## src/sv/ansi_escape_stripper_unit_defines.svh

```systemverilog
// ----------------------------------------------------------------------------
// ANSI escape stripper assertion macros
// Shared concurrent assertion forms, clocked on clk and disabled in rst.
// ----------------------------------------------------------------------------
`ifndef ANSI_ESCAPE_STRIPPER_UNIT_DEFINES_SVH
`define ANSI_ESCAPE_STRIPPER_UNIT_DEFINES_SVH

// Same-cycle implication: whenever ante holds, cons must hold too.
`define AES_ASSERT_IMP(label, ante, cons, msg) \
  label: assert property (@(posedge clk) disable iff (rst) (ante) |-> (cons)) \
    else $error(msg);

// Next-cycle implication: whenever ante holds, cons must hold in the next cycle.
`define AES_ASSERT_NXT(label, ante, cons, msg) \
  label: assert property (@(posedge clk) disable iff (rst) (ante) |=> (cons)) \
    else $error(msg);

`endif

```

## src/sv/aes_pkg.sv

```systemverilog
`timescale 1ns / 1ps
// ----------------------------------------------------------------------------
// ANSI escape stripper package
// Widths, character codes, parser modes and the control/status bundles.
// ----------------------------------------------------------------------------
package aes_pkg;

  localparam int CHAR_W     = 21;
  localparam int CNT_W      = 16;
  localparam int HOLD_DEPTH = 32;
  localparam int LEN_W      = $clog2(HOLD_DEPTH + 1);
  localparam int IDX_W      = (HOLD_DEPTH > 1) ? $clog2(HOLD_DEPTH) : 1;

  localparam logic [CHAR_W-1:0] C_BEL      = CHAR_W'('h07);
  localparam logic [CHAR_W-1:0] C_TAB      = CHAR_W'('h09);
  localparam logic [CHAR_W-1:0] C_LF       = CHAR_W'('h0A);
  localparam logic [CHAR_W-1:0] C_ESC      = CHAR_W'('h1B);
  localparam logic [CHAR_W-1:0] C_SPACE    = CHAR_W'('h20);
  localparam logic [CHAR_W-1:0] C_FINAL_LO = CHAR_W'('h40);
  localparam logic [CHAR_W-1:0] C_DCS      = CHAR_W'('h50);
  localparam logic [CHAR_W-1:0] C_SOS      = CHAR_W'('h58);
  localparam logic [CHAR_W-1:0] C_CSI      = CHAR_W'('h5B);
  localparam logic [CHAR_W-1:0] C_BSLASH   = CHAR_W'('h5C);
  localparam logic [CHAR_W-1:0] C_OSC      = CHAR_W'('h5D);
  localparam logic [CHAR_W-1:0] C_PM       = CHAR_W'('h5E);
  localparam logic [CHAR_W-1:0] C_APC      = CHAR_W'('h5F);
  localparam logic [CHAR_W-1:0] C_FINAL_HI = CHAR_W'('h7E);
  localparam logic [CHAR_W-1:0] C_DEL      = CHAR_W'('h7F);

  // Escape parser mode
  typedef enum logic [6:0] {
    MODE_TEXT    = 7'b0000001,
    MODE_ESC     = 7'b0000010,
    MODE_CSI     = 7'b0000100,
    MODE_OSC     = 7'b0001000,
    MODE_OSC_ESC = 7'b0010000,
    MODE_STR     = 7'b0100000,
    MODE_STR_ESC = 7'b1000000
  } mode_t;

  // What the current character does in text mode
  typedef enum logic [1:0] {
    KIND_NONE  = 2'd0,
    KIND_HOLD  = 2'd1,
    KIND_PRINT = 2'd2
  } kind_t;

  // Source of an output request
  typedef enum logic [1:0] {
    SRC_HEAD     = 2'd0,
    SRC_HEAD_OVF = 2'd1,
    SRC_CHAR     = 2'd2,
    SRC_MARK     = 2'd3
  } src_t;

  typedef struct packed {
    logic load;
    logic eval;
    logic pop;
    logic emit;
    src_t src;
    logic last;
    logic clear;
    logic done;
  } aes_cmd_t;

  typedef struct packed {
    kind_t kind;
    logic  run_full;
    logic  run_empty;
    logic  item_last;
    logic  put_ok;
    logic  limit_next;
    logic  emitted_any;
    logic  out_free;
  } aes_stat_t;

endpackage

```

## src/sv/aes_ctrl.sv

```systemverilog
`timescale 1ns / 1ps
// ----------------------------------------------------------------------------
// ANSI escape stripper controller
// Sequences each request: evaluate, flush held run, emit, end marker.
// ----------------------------------------------------------------------------
`include "ansi_escape_stripper_unit_defines.svh"

module aes_ctrl import aes_pkg::*; (
  input  logic      clk,
  input  logic      rst,
  input  logic      in_valid,
  output logic      in_stall,
  input  aes_stat_t stat,
  output aes_cmd_t  cmd
);

  typedef enum logic [2:0] {
    S_IDLE  = 3'b001,
    S_EVAL  = 3'b010,
    S_FLUSH = 3'b100
  } state_t;

  state_t state;
  state_t state_next;

  logic put;
  src_t put_src;
  logic fin;
  logic to_flush;
  logic busy;
  logic emit_put;
  logic mark;
  logic emit;
  logic go;

  // Decide what the current step wants to output
  always_comb begin
    put      = 1'b0;
    put_src  = SRC_CHAR;
    fin      = 1'b0;
    to_flush = 1'b0;
    busy     = 1'b0;
    case (state)
      S_EVAL: begin
        busy = 1'b1;
        case (stat.kind)
          KIND_HOLD: begin
            put     = stat.run_full;
            put_src = SRC_HEAD_OVF;
            fin     = 1'b1;
          end
          KIND_PRINT: begin
            if (stat.run_empty) begin
              put = 1'b1;
              fin = 1'b1;
            end else begin
              to_flush = 1'b1;
            end
          end
          default: begin
            fin = 1'b1;
          end
        endcase
      end
      S_FLUSH: begin
        busy = 1'b1;
        put  = 1'b1;
        if (!stat.run_empty) begin
          put_src = SRC_HEAD;
        end else begin
          fin = 1'b1;
        end
      end
      default: begin
        busy = 1'b0;
      end
    endcase
  end

  assign emit_put = put && stat.put_ok;
  assign mark     = fin && stat.item_last && !stat.emitted_any && !emit_put;
  assign emit     = emit_put || mark;
  assign go       = busy && (!emit || stat.out_free);

  // Issue commands and advance
  always_comb begin
    cmd        = '0;
    state_next = state;
    in_stall   = 1'b1;
    if (state == S_IDLE) begin
      in_stall = 1'b0;
      if (in_valid) begin
        cmd.load   = 1'b1;
        state_next = S_EVAL;
      end
    end else if (go) begin
      cmd.emit = emit;
      cmd.src  = mark ? SRC_MARK : put_src;
      cmd.last = mark || (stat.item_last && (fin || stat.limit_next));
      cmd.eval = (state == S_EVAL);
      cmd.pop  = (state == S_FLUSH) && !stat.run_empty;
      if (fin) begin
        cmd.done  = 1'b1;
        cmd.clear = stat.item_last;
        in_stall  = 1'b0;
        if (in_valid) begin
          cmd.load   = 1'b1;
          state_next = S_EVAL;
        end else begin
          state_next = S_IDLE;
        end
      end else if (to_flush) begin
        state_next = S_FLUSH;
      end
    end
  end

  always_ff @(posedge clk) begin
    if (rst) begin
      state <= S_IDLE;
    end else begin
      state <= state_next;
    end
  end

  `AES_ASSERT_IMP(a_flush_print, state == S_FLUSH, stat.kind == KIND_PRINT, "flush without printable char")

endmodule

```

## src/sv/aes_dpath.sv

```systemverilog
`timescale 1ns / 1ps
// ----------------------------------------------------------------------------
// ANSI escape stripper datapath
// Request register, escape parser, held run queue, limit counter, output reg.
// ----------------------------------------------------------------------------
`include "ansi_escape_stripper_unit_defines.svh"

module aes_dpath import aes_pkg::*; (
  input  logic              clk,
  input  logic              rst,
  input  logic              cfg_we,
  input  logic [CNT_W-1:0]  cfg_wdata,
  input  logic [CHAR_W-1:0] in_char,
  input  logic              in_last,
  input  logic              res_stall,
  input  aes_cmd_t          cmd,
  output aes_stat_t         stat,
  output logic              res_valid,
  output logic [CHAR_W-1:0] out_char,
  output logic              out_valid,
  output logic              out_last,
  output logic              out_overflow
);

  logic [CHAR_W-1:0]     item_char;
  logic                  item_last;
  mode_t                 mode;
  mode_t                 mode_next;
  kind_t                 kind;
  logic [LEN_W-1:0]      run_len;
  logic [HOLD_DEPTH-1:0] run_kinds;
  logic [CNT_W-1:0]      emit_count;
  logic [CNT_W-1:0]      max_chars;
  logic                  emitted_any;
  logic                  run_full;
  logic                  is_lf;
  logic [CHAR_W-1:0]     head_char;
  logic [CHAR_W-1:0]     sel_char;

  assign is_lf     = (item_char == C_LF);
  assign run_full  = (run_len == LEN_W'(HOLD_DEPTH));
  assign head_char = run_kinds[0] ? C_LF : C_SPACE;

  // Escape parser: next mode and text-mode classification
  always_comb begin
    mode_next = mode;
    kind      = KIND_NONE;
    case (mode)
      MODE_ESC: begin
        if (item_char == C_CSI) begin
          mode_next = MODE_CSI;
        end else if (item_char == C_OSC) begin
          mode_next = MODE_OSC;
        end else if (item_char == C_DCS || item_char == C_SOS ||
                     item_char == C_PM || item_char == C_APC) begin
          mode_next = MODE_STR;
        end else begin
          mode_next = MODE_TEXT;
        end
      end
      MODE_CSI: begin
        if (item_char >= C_FINAL_LO && item_char <= C_FINAL_HI) begin
          mode_next = MODE_TEXT;
        end
      end
      MODE_OSC: begin
        if (item_char == C_BEL) begin
          mode_next = MODE_TEXT;
        end else if (item_char == C_ESC) begin
          mode_next = MODE_OSC_ESC;
        end
      end
      MODE_OSC_ESC: begin
        if (item_char == C_BSLASH || item_char == C_BEL) begin
          mode_next = MODE_TEXT;
        end else if (item_char != C_ESC) begin
          mode_next = MODE_OSC;
        end
      end
      MODE_STR: begin
        if (item_char == C_ESC) begin
          mode_next = MODE_STR_ESC;
        end
      end
      MODE_STR_ESC: begin
        if (item_char == C_BSLASH) begin
          mode_next = MODE_TEXT;
        end else if (item_char != C_ESC) begin
          mode_next = MODE_STR;
        end
      end
      default: begin
        mode_next = (item_char == C_ESC) ? MODE_ESC : MODE_TEXT;
        if (item_char == C_LF || item_char == C_SPACE) begin
          kind = KIND_HOLD;
        end else if (item_char == C_TAB ||
                     (item_char > C_SPACE && item_char != C_DEL)) begin
          kind = KIND_PRINT;
        end
      end
    endcase
  end

  always_comb begin
    stat.kind        = kind;
    stat.run_full    = run_full;
    stat.run_empty   = (run_len == '0);
    stat.item_last   = item_last;
    stat.put_ok      = (max_chars == '0) || (emit_count < max_chars);
    stat.limit_next  = (max_chars != '0) &&
                       (({1'b0, emit_count} + (CNT_W+1)'(1)) >= {1'b0, max_chars});
    stat.emitted_any = emitted_any;
    stat.out_free    = !res_valid || !res_stall;
  end

  always_comb begin
    case (cmd.src)
      SRC_HEAD:     sel_char = head_char;
      SRC_HEAD_OVF: sel_char = head_char;
      SRC_CHAR:     sel_char = item_char;
      default:      sel_char = '0;
    endcase
  end

  // Control state
  always_ff @(posedge clk) begin
    if (rst) begin
      mode        <= MODE_TEXT;
      run_len     <= '0;
      emit_count  <= '0;
      max_chars   <= '0;
      emitted_any <= 1'b0;
      res_valid   <= 1'b0;
    end else begin
      if (cfg_we) begin
        max_chars <= cfg_wdata;
      end
      if (cmd.eval) begin
        mode <= mode_next;
      end
      if (cmd.eval && kind == KIND_HOLD && !run_full) begin
        run_len <= run_len + LEN_W'(1);
      end else if (cmd.pop) begin
        run_len <= run_len - LEN_W'(1);
      end
      if (cmd.emit && cmd.src != SRC_MARK && emit_count != '1) begin
        emit_count <= emit_count + CNT_W'(1);
      end
      if (cmd.done) begin
        emitted_any <= 1'b0;
      end else if (cmd.emit) begin
        emitted_any <= 1'b1;
      end
      // end of text: drop everything held
      if (cmd.clear) begin
        mode       <= MODE_TEXT;
        run_len    <= '0;
        emit_count <= '0;
      end
      if (cmd.emit) begin
        res_valid <= 1'b1;
      end else if (!res_stall) begin
        res_valid <= 1'b0;
      end
    end
  end

  // Payload: request register, run queue, output register
  always_ff @(posedge clk) begin
    if (cmd.load) begin
      item_char <= in_char;
      item_last <= in_last;
    end
    if (cmd.eval && kind == KIND_HOLD) begin
      if (run_full) begin
        // drop the oldest entry and append the new one at the top
        run_kinds <= {is_lf, run_kinds[HOLD_DEPTH-1:1]};
      end else begin
        run_kinds[run_len[IDX_W-1:0]] <= is_lf;
      end
    end else if (cmd.pop) begin
      run_kinds <= run_kinds >> 1;
    end
    if (cmd.emit) begin
      out_char     <= sel_char;
      out_valid    <= (cmd.src != SRC_MARK);
      out_last     <= cmd.last;
      out_overflow <= (cmd.src == SRC_HEAD_OVF);
    end
  end

  `AES_ASSERT_IMP(a_len_bound, 1'b1, run_len <= LEN_W'(HOLD_DEPTH), "run length past depth")
  `AES_ASSERT_IMP(a_ovf_full, cmd.emit && cmd.src == SRC_HEAD_OVF, run_full, "overflow not full")
  `AES_ASSERT_IMP(a_emit_free, cmd.emit, !(res_valid && res_stall), "output overwritten")
  `AES_ASSERT_NXT(a_clear, cmd.clear, run_len == '0 && emit_count == '0 && mode == MODE_TEXT, "clear failed")

endmodule

```

## src/sv/ansi_escape_stripper_unit.sv

```systemverilog
`timescale 1ns / 1ps
// ----------------------------------------------------------------------------
// ANSI escape stripper unit
// Cleans a code point stream of terminal control sequences and control chars.
// ----------------------------------------------------------------------------
// Takes one code point per request and produces clean text: CSI, OSC,
// DCS/SOS/PM/APC and two-character escapes are dropped, as are CR, DEL and
// the other C0 control characters; LF and TAB pass. A run of LF/space is held
// (up to 32 entries) and flushed just before the next kept character, or
// dropped when the text ends; a run longer than that emits its oldest entry
// early with out_overflow set. max_chars (0 = unlimited) caps characters per
// text. The final request of a text always yields a result with out_last set;
// a bare end marker (out_valid 0) appears when it produces no character.
// Timing: text that is dropped, held or printed with no held run flows one
// code point per cycle while the output is not stalled. A printable character
// behind a held run waits, input stalled, while the controller walks the run
// queue one entry per cycle through the single output register. A
// stalled output holds a request in place once it needs to emit. There is no
// clearing pass after reset.
// ----------------------------------------------------------------------------

module ansi_escape_stripper_unit import aes_pkg::*; (
  input  logic              clk,
  input  logic              rst,
  // configuration: max_chars
  input  logic              cfg_we,
  input  logic [CNT_W-1:0]  cfg_wdata,
  // input requests
  input  logic              in_valid,
  output logic              in_stall,
  input  logic [CHAR_W-1:0] in_char,
  input  logic              in_last,
  // result requests
  output logic              res_valid,
  input  logic              res_stall,
  output logic [CHAR_W-1:0] out_char,
  output logic              out_valid,
  output logic              out_last,
  output logic              out_overflow
);

  aes_cmd_t  cmd;
  aes_stat_t stat;

  // Controller: decides per step whether to emit, flush or advance
  aes_ctrl u_ctrl (
    .clk      (clk),
    .rst      (rst),
    .in_valid (in_valid),
    .in_stall (in_stall),
    .stat     (stat),
    .cmd      (cmd)
  );

  // Datapath: parser, held run queue, limit counter and output register
  aes_dpath u_dpath (
    .clk          (clk),
    .rst          (rst),
    .cfg_we       (cfg_we),
    .cfg_wdata    (cfg_wdata),
    .in_char      (in_char),
    .in_last      (in_last),
    .res_stall    (res_stall),
    .cmd          (cmd),
    .stat         (stat),
    .res_valid    (res_valid),
    .out_char     (out_char),
    .out_valid    (out_valid),
    .out_last     (out_last),
    .out_overflow (out_overflow)
  );

endmodule
```

## config.mk

```make
export PLATFORM = sky130hd
export DESIGN_NAME = ansi_escape_stripper_unit
export DESIGN_NICKNAME = d
export VERILOG_FILES = /design/src/sv/aes_pkg.sv /design/src/sv/aes_ctrl.sv /design/src/sv/aes_dpath.sv /design/src/sv/ansi_escape_stripper_unit.sv
export VERILOG_INCLUDE_DIRS = /design/src /design/src/sv
export SDC_FILE = /design/constraint.sdc
export NUM_CORES = 1
export LEC_CHECK = 0
export BUFFER_PORTS_ARGS = -buffer_cell sky130_fd_sc_hd__buf_4
export CAP_MARGIN = 20
export CORE_AREA = 2 2 137 106
export CTS_CLUSTER_SIZE = 24
export DETAILED_ROUTE_END_ITERATION = 7
export DIE_AREA = 0 0 139 108
export PLACE_DENSITY = 0.74
export SLEW_MARGIN = 25
export SYNTH_ARGS = -nofsm -noshare
export SYNTH_HDL_FRONTEND = slang
export SYNTH_SLANG_ARGS = --single-unit
export TNS_END_PERCENT = 50
```

## constraint.sdc

```tcl
create_clock -name clk -period 4.8 [get_ports clk]
set_input_delay 0.48 -clock clk [delete_from_list [all_inputs] [get_ports clk]]
set_output_delay 0.48 -clock clk [all_outputs]
set_load 0.03 [all_outputs]
```

==> results.py, run 1 <==
metrics = {
    "outcome": {
        "status": "finished, final reports clean",
    },
    "yosys": {
        "synth_cells": 749,
        "synth_area_mm2": 0.00737,
        "synth_edf_count": 78,
        "syn_nets": 830,
        "synthFlopType": "edfxtp_1",
        "async_reset_ff_share_pct": 0,
        "yosys_warnings": 0,
        "ys_ff_latch": 128,
        "synth_cell_types": 70,
        "avgSynthCellArea_um2": 9.84,
        "yosysSeqAreaShare_pct": 45.4,
    },
    "global_route": {
        "grt_pass1_vias": 5795,
        "grt-ovfl-total": 0,
        "grt_max_degree": 32,
        "grt_usage_pct": 24.0,
        "grt_pass1_wl_mm": 28.6,
        "antenna_found_initial": 0,
    },
    "sta": {
        "whs_ps": 225,
        "post-route-period-util_pct": 92.9,
        "postLayoutSetupSlackWorst_ps": 343,
        "setup_viol": 0,
        "slew_headroom_pct": 33.4,
        "worst_slew_pin_slew_ps": 999,
        "fmax_mhz": 224,
        "finalHoldViolCount": 0,
        "setup_tns_ps": 0,
        "period_minus_slack_ps": 4460,
        "fin_skew_ps": 9.43,
        "grt_setup_unrepaired": "false",
        "drv_slew": 0,
    },
    "detailed_routing": {
        "first_iter_violations": 379,
        "top_layer_used": "met4",
        "m1WireLength_mm": 8.00,
        "routedWlPerCell_um": 17.5,
        "vias": 5949,
        "routed_wl_mm": 17.4,
        "dr_wl_met2_mm": 8.04,
        "avgViaCountPerCell": 5.98,
        "drc": 0,
        "wl_met3_mm": 1.11,
        "ant_nets": 0,
        "drt_first_pass_iters": 5,
    },
    "clocking": {
        "htree_levels": 4,
        "clockBufferDepth": 2,
        "cts_made_buffers": 17,
        "ctsHoldBuffers": 0,
        "worst_skew_pair.late_latency_ps": 430,
        "cts_tree": "built",
        "cts_sinks": 128,
        "path_clk_slew_ps": 60,
        "cts_setup_buffers": 0,
        "cts-root-buf": "clkbuf_16",
    },
    "placed_design": {
        "placed_cells": 962,
        "gp_congestion": 0.933,
        "dp_slack_ps": 483,
        "portBuffers": 68,
        "dp_hpwl_mm": 12.1,
    },
    "floorplan": {
        "dieHeight_um": 108,
        "num_rows": 37,
        "pin_count": 69,
        "die_w_um": 139,
        "fp.dieArea_mm2": 0.0150,
        "start_util_pct": 54.5,
        "core_mm2": 0.0135,
    },
    "final_layout": {
        "fin_nets": 887,
        "final_util_pct": 63.3,
        "drive_gt1_share_pct": 16.0,
        "syn2layout_area_growth_pct": 16.1,
        "fin_cells": 994,
        "num-fill-cells": 1083,
        "diodes": 0,
    },
    "power_and_ir_drop": {
        "power_frac_comb_pct": 7.1,
        "seqPwrFrac_pct": 45.1,
        "p_sw_share_pct": 23.2,
        "leakage_uw": 0.00338,
        "switchingPower_uw": 633,
        "power_per_cell_area_mw_per_mm2": 318,
        "p_int_uw": 2090,
        "max-vdd-ir-drop_uv": 280,
        "power_frac_clock_pct": 47.9,
    },
    "setup_path": {
        "startpoint_type": "flop",
        "crit_type": "reg2reg",
        "cp.required_ps": 5110,
        "critPathMaxFanout": 15,
        "cp-end-kind": "flop",
        "arrival_ps": 4770,
    },
    "hold_path": {
        "hp-class": "in2reg",
    },
    "job": {
        "cap_viol_max_count": 0,
    },
}
area by class of cell:
class,instances,area (um^2),share of cell area [%]
flip-flops and latches,128,3340,39.1
clock inverters,14,166,1.94
clock buffers,18,429,5.01
well taps,175,219,2.56
multi-input cells,552,3710,43.4
inverters,30,113,1.32
repair buffers,77,578,6.75
per-layer routing:
layer  GRT usage, %  vias up
met1           31.6     2869
met5              0        -
met2           39.2      196
li1               -     2854
met4           7.00        0
met3           6.51       30
placed cells by master, fill, tap and decap left out, types with 7 or more instances in the layout:
master | netlist | routed
and2_1 | 21 | 21
nor4_1 | 9 | 9
ha_1 | 37 | 37
nand2_1 | 61 | 61
nand4_1 | 11 | 11
buf_4 | 0 | 77
dfxtp_1 | 50 | 50
a22o_1 | 27 | 27
edfxtp_1 | 78 | 78
a21oi_1 | 59 | 59
and3_1 | 10 | 10
nand3_1 | 31 | 31
nor2_1 | 68 | 67
nor3_1 | 18 | 18
and4_1 | 8 | 8
inv_1 | 29 | 29
clkbuf_16 | 0 | 17
mux2i_1 | 22 | 22
o2bb2ai_1 | 7 | 7
nand2b_1 | 7 | 7
xor2_1 | 28 | 28
o21ai_0 | 22 | 22
nor2b_1 | 10 | 10
cells in the mapped netlist, types with 8 or more instances:
cell type	count	area (um^2)
ha_1	37	463
a21oi_1	59	295
nor2_1	68	255
and3_1	10	62.6
nor4_1	9	56.3
inv_1	29	109
nor2b_1	10	62.6
nand3_1	31	155
and2_1	21	131
buf_2	10	50.1
a22o_1	27	236
edfxtp_1	78	2340
nand4_1	11	68.8
clkbuf_1	22	82.6
nand2_1	61	229
mux2i_1	22	220
xor2_1	28	245
nor3_1	18	90.1
dfxtp_1	50	1000
o21ai_0	22	110
and4_1	8	70.1
flip-flops by register name, indices dropped and copies added (netlist names), 3 cells and up:
signal and count:
u_dpath.emit_count 16, u_dpath.run_len 6, u_dpath.run_kinds 32, u_ctrl.state 3
u_dpath.max_chars 16, u_dpath.mode 7, u_dpath.out_char 21, u_dpath.item_char 21
critical path, cell delays in order (launching register included):
cell	delay, ps
dfxtp_1	350
inv_1	70
ha_1	320
a21oi_1	140
o21ai_0	110
a2111oi_1	620
o211ai_1	300
a21o_1	270
a21oi_4	280
nor2_2	90
inv_2	240
ha_1	290
a21o_1	170
a21oi_1	230
o21bai_1	110
a21oi_1	220
mux2i_1	210
nand3_1	110
xor2_1	160
nor2_1	50
timing repair:
| item | CTS | global route |
|---|---|---|
| hold endpoints to repair | 0 | 0 |
| gates resized for setup | 0 | 1 |
| setup endpoints to repair | 0 | 1 |
metrics by stage:
stage	instance area, um^2	total power, uW
after floorplan	7370	1370
after detailed placement	7960	1440
final	8560	2720
after global routing	8560	2820
after global placement	7960	1430
after CTS	8560	2740
path summary, 6_finish.rpt:
| check | startpoint | cells past startpoint | slack (ps) | end |
|---|---|---|---|---|
| setup / recovery | u_dpath.max_chars[9]$_SDFFE_PP0P_ | 19 | 340 | u_dpath.run_len[5]$_SDFFE_PP0P_ |
| hold reg to reg | u_dpath.mode[4]$_SDFFE_PP0P_ | 2 | 480 | u_dpath.mode[4]$_SDFFE_PP0P_ |
| hold / removal | in_char[20] | 1 | 230 | u_dpath.item_char[20]$_DFFE_PP_ |
| setup reg to reg | u_dpath.max_chars[9]$_SDFFE_PP0P_ | 19 | 340 | u_dpath.run_len[5]$_SDFFE_PP0P_ |
cell families (layout without fill, tap and decap cells):
logic type	Yosys count	in the layout	synth area share [%]
AO/OA/AOI/OAI	163	163	15.5
XOR/XNOR	34	34	4.04
adder cells (fa/ha/maj)	39	39	6.69
buffers and inverters	69	139	4.40
flip-flops	128	128	45.4
multiplexers	22	22	2.99
AND/OR/NAND/NOR	294	294	21.0
power by group through the flow:
stage                     registers (uW)  clock network, uW  logic (uW)
after floorplan                     1240                  0         123
after global placement              1250                  0         185
after detailed placement            1250                  0         190
after CTS                           1230               1320         193
after global routing                1230               1370         213
final                               1230               1300         193
Power figures use the tool's default switching activity.
==> run 2, diff against run 1 <==
ABC_AREA = 1   (was unset)
CORE_AREA = 2 2 139 107   (was 2 2 137 106)
DIE_AREA = 0 0 141 109   (was 0 0 139 108)
==> run 2 against run 1 <==
  * Clock power is 9% higher
  * Critical endpoint unchanged
  * Largest power group unchanged
  * Count of clock-buffer cells in the layout decreased by 1
  * Sequential share of layout area fell by 1.2 points
  * Highest routed layer unchanged
  * Critical path type unchanged
==> results.py, run 2 <==
metrics = {
    "outcome": {
        "status": "finished, final reports clean",
    },
    "setup_path": {
        "ff2ff_path_depth": 26,
        "startpoint_type": "flop",
        "crit_start": "u_dpath.emit_count[0]$_SDFFE_PP0P_",
        "critPathMaxFanout": 6,
        "r2r_slack_ps": 1310,
        "cp-end-kind": "flop",
        "rr_endpoint": "u_dpath.run_len[5]$_SDFFE_PP0P_",
        "r2r_start": "u_dpath.emit_count[0]$_SDFFE_PP0P_",
        "slowest_stage": "dfxtp_1",
        "crit_type": "reg2reg",
        "cp.required_ps": 5110,
        "crit_top_cell": "nand2_1",
        "arrival_ps": 3800,
        "critPathMaxStageDelay_ps": 430,
        "endpoint": "u_dpath.run_len[5]$_SDFFE_PP0P_",
    },
    "floorplan": {
        "num_rows": 38,
        "die_w_um": 141,
        "fp.dieArea_mm2": 0.0154,
        "start_util_pct": 53.8,
        "dieHeight_um": 109,
        "core_mm2": 0.0141,
        "pin_count": 69,
    },
    "clocking": {
        "cts_made_buffers": 17,
        "cts_setup_buffers": 0,
        "cts_sinks": 128,
        "htree_levels": 4,
        "path_clk_slew_ps": 60,
        "ctsHoldBuffers": 0,
        "worst_skew_pair.late_latency_ps": 430,
        "cts-root-buf": "clkbuf_16",
        "clockBufferDepth": 2,
        "cts.repair.resized": 0,
        "cts_tree": "built",
    },
    "final_layout": {
        "regArea_mm2": 0.00334,
        "multiInputGateArea_mm2": 0.00356,
        "final_cell_mix": "160 x nand2_1, 120 x inv_1, 100 x nor2_1",
        "drive_gt1_share_pct": 19.6,
        "reg_top3": "u_dpath.run_kinds (32), u_dpath.item_char (21), u_dpath.out_char (21)",
        "syn2layout_area_growth_pct": 16.3,
        "diodes": 0,
        "layout_commonest_cell": "nand2_1",
        "largest_register": "u_dpath.run_kinds",
        "largest_reg_flops": 32,
        "fin_cells": 1180,
        "num-fill-cells": 1165,
        "fin_nets": 1068,
    },
    "yosys": {
        "async_reset_ff_share_pct": 0,
        "yosysSeqAreaShare_pct": 44.0,
        "synth_cell_types": 49,
        "yosys_warnings": 0,
        "syn_nets": 1006,
        "synth_edf_count": 78,
        "synth_top_cell_by_area": "edfxtp_1",
        "synthTopCellsByArea": "edfxtp_1 31%, dfxtp_1 13%, nand2_1 7.9%",
        "synth_area_mm2": 0.00760,
        "synth.most_common_cell": "nand2_1",
        "netlist_top_cells_count": "160 x nand2_1, 120 x inv_1, 100 x nor2_1",
        "ys_ff_latch": 128,
        "synth_cells": 925,
        "synthFlopType": "edfxtp_1",
        "avgSynthCellArea_um2": 8.21,
        "synth.top_cell.area_share_pct": 30.8,
    },
    "sta": {
        "grt_setup_unrepaired": "false",
        "setup_viol": 0,
        "postLayoutSetupSlackWorst_ps": 1310,
        "setup_tns_ps": 0,
        "drv_slew": 0,
        "slew_headroom_pct": 32.1,
        "fmax_mhz": 287,
        "period_minus_slack_ps": 3490,
        "worst_slew_pin_slew_ps": 1020,
        "finalHoldViolCount": 0,
        "post-route-period-util_pct": 72.6,
        "fin_skew_ps": 11.3,
    },
    "power_and_ir_drop": {
        "finalPower_uw": 2850,
        "max-vdd-ir-drop_uv": 308,
        "power_per_cell_area_mw_per_mm2": 322,
        "leakage_uw": 0.00398,
    },
    "placed_design": {
        "portBuffers": 68,
        "gp_congestion": 0.875,
        "dp_hpwl_mm": 11.4,
        "dp_slack_ps": 1360,
        "placed_cells": 1148,
    },
    "job": {
        "cap_viol_max_count": 0,
    },
    "detailed_routing": {
        "routed_wl_mm": 16.4,
        "ant_nets": 0,
        "drt_first_pass_iters": 6,
        "avgViaCountPerCell": 5.31,
        "vias": 6270,
        "routedWlPerCell_um": 13.9,
        "drc": 0,
        "first_iter_violations": 398,
    },
    "hold_path": {
        "hp-class": "in2reg",
    },
    "global_route": {
        "grt_pass1_vias": 5799,
        "grt-ovfl-total": 0,
        "antenna_found_initial": 0,
        "grt_usage_pct": 22.3,
        "grt_max_degree": 94,
        "grt_pass1_wl_mm": 27.2,
    },
}
-- run 2: changes by cell type after synthesis, sizes merged, moves of 23 or more --
cell   previous run  this run
nand3            32        55
o21ai            23        97
a22o             27         0
nor2             72       113
nand2            63       193
inv              30       133
-- run 2: per-stage QoR --
stage | util [%] | hold slack [ps] | cell area [um^2]
3_5_place_dp | 58.0 | 468 | 8190
2_1_floorplan | - | 447 | 7600
6_report | 62.6 | 228 | 8840
4_1_cts | 62.6 | 219 | 8840
5_1_grt | 62.6 | 216 | 8840
3_3_place_gp | 58.0 | 465 | 8190
-- run 2: cell families after synthesis --
logic type               count (synthesis)  share of synthesized area (%)
AO/OA/AOI/OAI                          174                           12.6
buffers and inverters                  165                           9.11
adder cells (fa/ha/maj)                 38                           6.36
flip-flops                             128                           44.0
AND/OR/NAND/NOR                        405                           26.2
XOR/XNOR                                15                           1.73
-- run 2: worst min-delay path by stage --
stage                                     startpoint                          endpoint  depth (start not counted)
floorplan           u_dpath.emitted_any$_SDFFE_PP0P_  u_dpath.emitted_any$_SDFFE_PP0P_                          2
global placement    u_dpath.emitted_any$_SDFFE_PP0P_  u_dpath.emitted_any$_SDFFE_PP0P_                          2
detailed placement      u_ctrl.state[2]$_SDFFE_PP0P_      u_ctrl.state[2]$_SDFFE_PP0P_                          2
CTS                                       in_char[9]    u_dpath.item_char[9]$_DFFE_PP_                          1
global route                              in_char[9]    u_dpath.item_char[9]$_DFFE_PP_                          1
finish                                    in_char[9]    u_dpath.item_char[9]$_DFFE_PP_                          1
-- run 2: layout make-up --
type                       instances  area share, %
timing repair buffer              71           6.03
multi-input combinational        632           40.3
sequential                       128           37.8
clock inverter                    15           2.49
clock buffer                      17           4.81
tap                              180           2.55
inverter                         137           5.95
-- run 2: where the power goes --
group,switching (uW),internal [uW]
combinational,126,72.2
clock,535,888
sequential,27.3,1200
total,689,2160
-- run 2: routing by layer --
layer  vias up  share of wire [%]  track usage [%]
li1       3202                  -                -
met1      2874                 48             30.4
met2       177                 45             35.6
met3        17                6.2             4.79
met4         0                1.2             7.57
met5         -                  0                0
-- run 2: critical path, delay by kind of cell (launching register included) --
kind / cells / cell delay, ps
simple gates: 14 / 1210
compound gates: 6 / 870
fa+ha+maj: 2 / 530
flops: 1 / 430
buf+inv: 4 / 310
